==> src/rtl/sprm_pkg.sv <==
package sprm_pkg;

  localparam int unsigned NumW   = 20;
  localparam int unsigned WinW   = 31;
  localparam int unsigned TickW  = 32;
  localparam int unsigned RpmW   = 21;
  localparam int unsigned ToothW = 8;
  localparam int unsigned IdxW   = 2;
  localparam int unsigned CfgW   = 31;
  localparam int unsigned CntW   = $clog2(NumW);

  localparam logic [NumW-1:0]  NumReset = NumW'(60000);
  localparam logic [WinW-1:0]  WinReset = WinW'(1000);
  localparam logic [TickW-1:0] SatTicks = {TickW{1'b1}};
  localparam logic [RpmW-1:0]  RpmNoise = {RpmW{1'b1}};

  localparam logic [IdxW-1:0] RegNumerator = IdxW'(0);
  localparam logic [IdxW-1:0] RegWindow    = IdxW'(1);

  localparam logic KindTick  = 1'b0;
  localparam logic KindEvent = 1'b1;

  typedef enum logic [1:0] {
    ST_IDLE,
    ST_DIV,
    ST_HOLD
  } state_t;

  typedef struct packed {
    logic in_stall;
    logic out_load;
  } ctrl_t;

endpackage

==> src/rtl/shaft_period_rpm_meter_core.sv <==
// An accepted input beat goes through the HOLD state into the output register once
// that register is free; a tooth-zero event while running, with a nonzero tick count,
// first runs the 20-step bit-serial divider. No new beat is taken until that load.
// One input beat may be taken while the output register still waits on stall.
// Synchronous reset: numerator 60000, window 1000, counter saturated, speed 0.
module shaft_period_rpm_meter_core (
  input  logic                               clk,
  input  logic                               rst,
  input  logic                               in_valid,
  output logic                               in_stall,
  input  logic                               kind,
  input  logic [sprm_pkg::ToothW-1:0]        tooth_index,
  output logic                               out_valid,
  input  logic                               out_stall,
  output logic signed [sprm_pkg::RpmW-1:0]   rpm_value,
  output logic                               running,
  input  logic                               cfg_we,
  input  logic [sprm_pkg::IdxW-1:0]          cfg_index,
  input  logic [sprm_pkg::CfgW-1:0]          cfg_data
);

  sprm_pkg::state_t state, state_next;
  sprm_pkg::ctrl_t  ctrl;

  logic [sprm_pkg::NumW-1:0]  rpm_numerator;
  logic [sprm_pkg::WinW-1:0]  running_window;
  logic [sprm_pkg::TickW-1:0] elapsed_ticks;
  logic [sprm_pkg::RpmW-1:0]  stored_rpm;

  logic [sprm_pkg::NumW-1:0]  quo;
  logic [sprm_pkg::RpmW-1:0]  rem;
  logic [sprm_pkg::WinW-1:0]  divisor;
  logic [sprm_pkg::CntW-1:0]  cnt;

  logic                       accept;
  logic                       is_running;
  logic                       measured;
  logic [sprm_pkg::RpmW-1:0]  trial;
  logic                       q_bit;
  logic [sprm_pkg::RpmW-1:0]  rem_next;

  assign accept     = in_valid && !ctrl.in_stall;
  assign in_stall   = ctrl.in_stall;
  assign is_running = elapsed_ticks < {1'b0, running_window};
  assign measured   = (kind == sprm_pkg::KindEvent) && (tooth_index == '0);

  // restoring divide step: one quotient bit per cycle
  assign trial    = {rem[sprm_pkg::RpmW-2:0], quo[sprm_pkg::NumW-1]};
  assign q_bit    = {{(sprm_pkg::WinW-sprm_pkg::RpmW){1'b0}}, trial} >= divisor;
  assign rem_next = q_bit ? (trial - divisor[sprm_pkg::RpmW-1:0]) : trial;

  always_comb begin
    state_next = state;
    case (state)
      sprm_pkg::ST_IDLE: begin
        if (accept) begin
          if (measured && is_running && (elapsed_ticks != '0)) begin
            state_next = sprm_pkg::ST_DIV;
          end else begin
            state_next = sprm_pkg::ST_HOLD;
          end
        end
      end
      sprm_pkg::ST_DIV: begin
        if (cnt == '0) begin
          state_next = sprm_pkg::ST_HOLD;
        end
      end
      sprm_pkg::ST_HOLD: begin
        if (ctrl.out_load) begin
          state_next = sprm_pkg::ST_IDLE;
        end
      end
      default: state_next = sprm_pkg::ST_IDLE;
    endcase
  end

  always_comb begin
    ctrl.in_stall = 1'b1;
    ctrl.out_load = 1'b0;
    case (state)
      sprm_pkg::ST_IDLE: ctrl.in_stall = 1'b0;
      sprm_pkg::ST_DIV:  ctrl.in_stall = 1'b1;
      sprm_pkg::ST_HOLD: ctrl.out_load = !out_valid || !out_stall;
      default:           ctrl.in_stall = 1'b1;
    endcase
  end

  always_ff @(posedge clk) begin
    if (rst) begin
      state <= sprm_pkg::ST_IDLE;
    end else begin
      state <= state_next;
    end
  end

  always_ff @(posedge clk) begin
    if (rst) begin
      rpm_numerator  <= sprm_pkg::NumReset;
      running_window <= sprm_pkg::WinReset;
    end else if (cfg_we) begin
      if (cfg_index == sprm_pkg::RegNumerator) begin
        rpm_numerator <= cfg_data[sprm_pkg::NumW-1:0];
      end else if (cfg_index == sprm_pkg::RegWindow) begin
        running_window <= cfg_data[sprm_pkg::WinW-1:0];
      end
    end
  end

  always_ff @(posedge clk) begin
    if (rst) begin
      elapsed_ticks <= sprm_pkg::SatTicks;
      stored_rpm    <= '0;
    end else begin
      if (accept) begin
        if (kind == sprm_pkg::KindTick) begin
          if (elapsed_ticks != sprm_pkg::SatTicks) begin
            elapsed_ticks <= elapsed_ticks + 1'b1;
          end
        end else if (measured) begin
          if (is_running && (elapsed_ticks == '0)) begin
            stored_rpm <= sprm_pkg::RpmNoise;
          end
          elapsed_ticks <= '0;
        end
      end
      if ((state == sprm_pkg::ST_DIV) && (cnt == '0)) begin
        stored_rpm <= {1'b0, quo[sprm_pkg::NumW-2:0], q_bit};
      end
    end
  end

  always_ff @(posedge clk) begin
    if (state == sprm_pkg::ST_IDLE) begin
      quo     <= rpm_numerator;
      rem     <= '0;
      divisor <= elapsed_ticks[sprm_pkg::WinW-1:0];
      cnt     <= sprm_pkg::CntW'(sprm_pkg::NumW - 1);
    end else if (state == sprm_pkg::ST_DIV) begin
      quo <= {quo[sprm_pkg::NumW-2:0], q_bit};
      rem <= rem_next;
      cnt <= cnt - 1'b1;
    end
  end

  always_ff @(posedge clk) begin
    if (rst) begin
      out_valid <= 1'b0;
    end else if (ctrl.out_load) begin
      out_valid <= 1'b1;
    end else if (!out_stall) begin
      out_valid <= 1'b0;
    end
  end

  always_ff @(posedge clk) begin
    if (ctrl.out_load) begin
      rpm_value <= is_running ? stored_rpm : '0;
      running   <= is_running;
    end
  end

endmodule
==> config.mk <==
export PLATFORM = sky130hd
export DESIGN_NAME = shaft_period_rpm_meter_core
export DESIGN_NICKNAME = d
export VERILOG_FILES = /design/src/rtl/sprm_pkg.sv /design/src/rtl/shaft_period_rpm_meter_core.sv
export SDC_FILE = /design/constraint.sdc
export NUM_CORES = 1
export LEC_CHECK = 0
export BUFFER_PORTS_ARGS = -buffer_cell sky130_fd_sc_hd__buf_2
export CAP_MARGIN = 20
export CORE_MARGIN = 3
export CORE_UTILIZATION = 65
export DETAILED_ROUTE_END_ITERATION = 12
export MAX_ROUTING_LAYER = met4
export PLACE_DENSITY = 0.95
export RECOVER_POWER = 50
export REMOVE_ABC_BUFFERS = 1
export SLEW_MARGIN = 25
export SYNTH_ARGS = -nofsm -noshare
export SYNTH_HDL_FRONTEND = slang
export SYNTH_SLANG_ARGS = --single-unit
==> constraint.sdc <==
create_clock -name clk -period 7.45 [get_ports clk]
set_input_delay 0.3725 -clock clk [delete_from_list [all_inputs] [get_ports clk]]
set_output_delay 0.3725 -clock clk [all_outputs]
set_load 0.05 [all_outputs]
* Word level (Yosys, flattened, before mapping)
Cells that the tools add are included.
** Storage, ports and cells
- Flip-flop bits (word level) :: 205
- Bits in latches :: 0
- Memory bits (writable) :: 0
- ROM bits :: 0
- Bits of input ports :: 47
- Word-level logic and storage cells :: 76
- Memories kept :: 0
** Operators by class
- $add $sub $neg :: 3
- Multiply operators :: 0
- Div/mod/pow operators :: 0
- Order comparisons :: 2
- Eq/ne operators :: 9
- Shift-type cells :: 0
- Multiplexer cells :: 20
- Bitwise logic cells :: 1
- Reduce and logical (&&, ||, !) cells :: 28
** Operator list (count)
- 20-bit 2-to-1 mux :: 8
- 32-bit 2-to-1 mux :: 3
- 32-bit by 1-bit adder with 32-bit output, second input constant :: 1
- 32-bit zero test :: 1
- 32-bit by 31-bit < comparator with 1-bit output :: 1
- 32-bit != test, second input constant :: 1
- 32-bit nonzero test :: 1
- 21-bit by 31-bit greater-or-equal comparator with 1-bit output :: 1
- 20-bit subtractor :: 1
- 2-bit nonzero test :: 6
- 3-bit AND reduction :: 3
- 8-bit zero test :: 1
- 2-bit 2-to-1 mux :: 4
- 4-bit AND reduction :: 2
- 1-bit logical AND :: 6
- 2-bit != test, second input constant :: 3
- 2-bit one-hot mux with 3 select lines :: 1
- 5-bit zero test :: 1
- 5-bit by 1-bit subtractor with 5-bit output, second input constant :: 1
- 2-bit by 1-bit equality test with 1-bit output, second input constant :: 2
- 2-bit zero test :: 2
- 1-bit 2-to-1 mux :: 4
- 2-bit by 1-bit != test with 1-bit output, second input constant :: 2
- 2-bit equality test, second input constant :: 1
- 5 further kinds :: 6

* Longest topological paths before layout
- Word-level depth :: 7
- Mapped depth :: 11
- Depth with buffers taken out :: 11

* Worst setup path after synthesis
OpenSTA, ideal clock, no wires.
- Path kind :: reg-to-output
- Start :: reg state[1]
- End :: out in_stall
- Arrival time :: 2.617 ns
- Path slack :: 4.461 ns
- Stages on the path, launching flop included :: 6
- Buffers on the path :: 3
- Cell sequence :: dfxtp_1 > clkbuf_1 > nor2_1 > buf_1 > clkbuf_1 > inv_1
** Between the ends
- Longest elaborated chain between the ends :: 2
** Ends and longest elaborated chain
- from (decl) :: RTL line shaft_period_rpm_meter_core.sv:22 : sprm_pkg::state_t state, state_next;
- from (signal assigned) :: RTL line shaft_period_rpm_meter_core.sv:91 : state <= sprm_pkg::ST_IDLE;
- from (signal assigned) :: RTL line shaft_period_rpm_meter_core.sv:93 : state <= state_next;
- 2-bit zero test :: RTL line shaft_period_rpm_meter_core.sv:81 : case (state)
- 1-bit 2-to-1 mux :: RTL line shaft_period_rpm_meter_core.sv:81
- to (decl) :: RTL line shaft_period_rpm_meter_core.sv:10 : output logic in_stall,
No other way between the ends.

* Worst setup path in the final report
Ends and elaborated chain as after synthesis.

==> key figures <==
Worst setup path
  • Buf+Inv Stages, Crit Path: 3
  • Req. time, crit path: 7080 ps
  • Startpoint Class: register
  • CP peak stage delay: about 2300 ps
  • Crit. End Element: output port
  • R2R Setup Slk: between 3000 and 4000 ps
  • Worst-path fanout max: between 50 and 60
  • Critical path class: register to output port
  • Crit path arrival time: roughly 4200 ps
  • Crit-path slowest cell: clkbuf_1
  • Top delay family on crit path: buffers and inverters
  • Worst-path cell chain: nor2_1 -> clkbuf_1 -> inv_1 -> buf_2
  • FF-to-FF End: quo[11]$_DFFE_PP_
  • FF-to-FF Start: state[1]$_SDFFE_PP0P_
  • R2R depth: 3

Synth
  • Sequential area share after synthesis: between 40% and 50%
  • Mapped Area: between 0.009 and 0.01 sq mm
  • Seq cells post-synth: between 200 and 250
  • EDFF count, synth: 73
  • Post-synth top cells: 132 x dfxtp_1, 126 x nand2_1, 88 x nor2_1
  • Mapped Avg Cell Area: roughly 9.6 sq um
  • Yosys Warn Count: 0
  • Top_reg_cell synth: dfxtp_1
  • Mapped Cells: around 1000
  • Cell taking the most area after synthesis: dfxtp_1
  • Async set-or-reset flop fraction in the synthesized netlist: 0%
  • Synth cell types: 68
  • Top cell type's share of synthesized area: 26.7%
  • Most numerous cell in the Yosys netlist: dfxtp_1
  • Synth area leaders: dfxtp_1 27%, edfxtp_1 22%, ha_1 6.8%, nand2_1 4.8%, a21oi_1 4.0%

STA
  • Final worst slack: approximately 2900 ps
  • Final Cycle Share: 61.3%
  • RSZ-0062 raised after global routing: false
  • Final Setup Violations: 0
  • Max frequency: roughly 220 MHz
  • Relative slew slack: -119%
  • Final hold violation count: 0
  • Smallest hold slack: about 110 ps
  • Final Max Tran Viols: between 100 and 150
  • Final clock skew: 23.6 ps
  • Minimum clock period: about 4600 ps
  • Fin Setup TNS: 0 ps
  • Worst slew pin tran: 3290 ps

Layout
  • Post-route core utilization: roughly three quarters
  • N_diodes: 0
  • Area Growth Syn to Fin: 12.4%
  • Share of cells above drive strength 1: 11.5%
  • Final Cell Area: between 0.01 and 0.015 sq mm
  • Fill count: roughly 890
  • Fin nets: roughly 1200

Clock tree
  • Post-cts resize count: 0
  • H-tree depth: 1
  • Max clock buf depth: 3
  • CTS tree: yes
  • Num CTS Buffers: 21
  • Clock-pin slew on the worst setup and hold paths: roughly 60 ps
  • Clk sinks: 205
  • Root buf cell: clkbuf_16
  • Skew-Pair Late Insertion Delay: between 500 and 600 ps
  • Cts-stage hold buffer count: 0
  • Post-CTS setup buffer count: 0

GRT
  • Initial antenna violation count: 0
  • Overall Global Routing Usage: approximately 30%
  • First-pass GRT wire length: 39.2 mm
  • Largest net degree at the start of global routing: 110
  • Remaining Overflow, GRT: 0
  • Vias in the first global route: around 7700

Hold path
  • Worst Hold Launch: cfg_data[26]
  • Hold path cells: 3
  • Hold Crit Class: input pin to register
  • Hold endpoint: running_window[26]$_SDFFE_PP0P_

Route
  • Final ANT Viol Nets: 0
  • DRC: 0
  • Via-to-Cell Ratio: around 6.4
  • Vias: about 8200
  • DR iter-0 viols: approximately 1100
  • DR WL/cell: slightly below 20 um
  • Final WL: between 20 and 30 mm
  • Router iterations before antenna repair: 6

Power and ir drop
  • Net Sw Frac: 32.3%
  • VDD IR max: around 260 uV
  • PwrDens: between 300 and 400 mW/mm^2
  • P_sw: roughly 0.0011 W
  • Comb power frac: about a quarter
  • Sequential share of power: between 40 and 50%
  • Leakage: 4.58 nW
  • Pint: 0.00241 W
  • Clock power frac: 32.8%

Status
  • Outcome: finished with violations
  • Violated checks: capacitance limit, slew limit

Floorplan
  • Die area: 0.0167 sq mm
  • Total core area: around 0.015 sq mm
  • Chip width: 129 um
  • IO Pins: 71
  • Row count: between 40 and 50
  • Die height: ~130 um
  • Initial core utilization: between 60 and 70%

Place
  • Port Buffers: 70
  • Instance area at placement: 0.0104 sq mm
  • Post-DP HPWL: 15.3 mm
  • Final GP Congestion: a little over 0.9
  • Pre-CTS setup slack: between 3000 and 4000 ps

Flow run
  • Maxcap violations: 3
==> cell families (layout without fill, tap and decap cells) <==
kind of cell	after synthesis	in the layout	synth area share, %
and+or+nand+nor	354	354	17.4
muxes	20	20	2.27
xor gates and xnor gates	46	46	4.08
AOI/OAI and AO/OA	231	231	15.8
DFF	205	205	48.9
buffers and inverters	117	184	4.53
adders and majority gates	55	55	7.04
==> metrics by stage <==
step | total power [W] | cells
CTS | 0.00353 | 1277
global placement | 0.00229 | 1239
finish | 0.00355 | 1279
floorplan | 0.00212 | 979
detailed placement | 0.00234 | 1239
global route | 0.00370 | 1279
==> registers in the layout, summed over array words and instances (netlist names) <==
name	count
running	1
rem	20
divisor	31
cnt	5
running_window	31
elapsed_ticks	32
state	2
out_valid	1
rpm_value	21
rpm_numerator	20
quo	20
stored_rpm	21
==> area by class of cell <==
cell class                 instances  area (sq um)  area share, %
sequential                       205          4830           43.5
tap                              184           230           2.07
multi-input combinational        706          4630           41.6
inverter                          68           255           2.30
clock inverter                    13           215           1.94
timing repair buffer              78           399           3.59
clock buffer                      25           551           4.95
==> worst max-delay path by stage <==
stage	startpoint	endpoint	cells past startpoint
after floorplan	state[1]$_SDFFE_PP0P_	stored_rpm[0]$_SDFFE_PP0P_	6
after global placement	state[1]$_SDFFE_PP0P_	stored_rpm[13]$_SDFFE_PP0P_	6
after detailed placement	state[1]$_SDFFE_PP0P_	stored_rpm[14]$_SDFFE_PP0P_	6
after CTS	state[1]$_SDFFE_PP0P_	stored_rpm[7]$_SDFFE_PP0P_	6
after global routing	state[1]$_SDFFE_PP0P_	in_stall	4
final	state[1]$_SDFFE_PP0P_	in_stall	4
==> worst min-delay path, stage by stage <==
cell and delay, ps:
buf_2 90, nand2_1 40, a21oi_1 50
==> power by group through the flow <==
stage	logic (W)	registers, W	clock network, W
finish	0.000891	0.00150	0.00116
detailed placement	0.000838	0.00150	0
CTS	0.000874	0.00149	0.00116
global placement	0.000799	0.00149	0
global route	0.000978	0.00151	0.00121
floorplan	0.000667	0.00146	0
==> layout by cell type (no fill, tap or decap), types with 17 or more instances in the layout <==
cell | netlist | layout
inv_1 | 68 | 68
edfxtp_1 | 73 | 73
nor2_1 | 88 | 87
nand2_1 | 126 | 126
xor2_1 | 21 | 21
buf_2 | 7 | 45
a21oi_1 | 79 | 78
clkbuf_1 | 36 | 30
clkbuf_16 | 0 | 21
ha_1 | 54 | 54
o21bai_1 | 32 | 32
dfxtp_1 | 132 | 132
o21ai_0 | 25 | 25
o31a_1 | 21 | 21
and2_1 | 23 | 23
nand3_1 | 23 | 23
mux2_2 | 19 | 19
nand4_1 | 17 | 17
xnor2_1 | 25 | 25
==> metal layers <==
layer  GRT usage (%)  vias up  part of all wire, %
met5               -        -                    0
met3            4.25      108                  7.8
met4            12.0        0                  4.3
met1            38.1     3851                   39
met2            48.4      485                   49
li1                -     3746                    -
No activity file was read; power rests on OpenSTA's default activity.
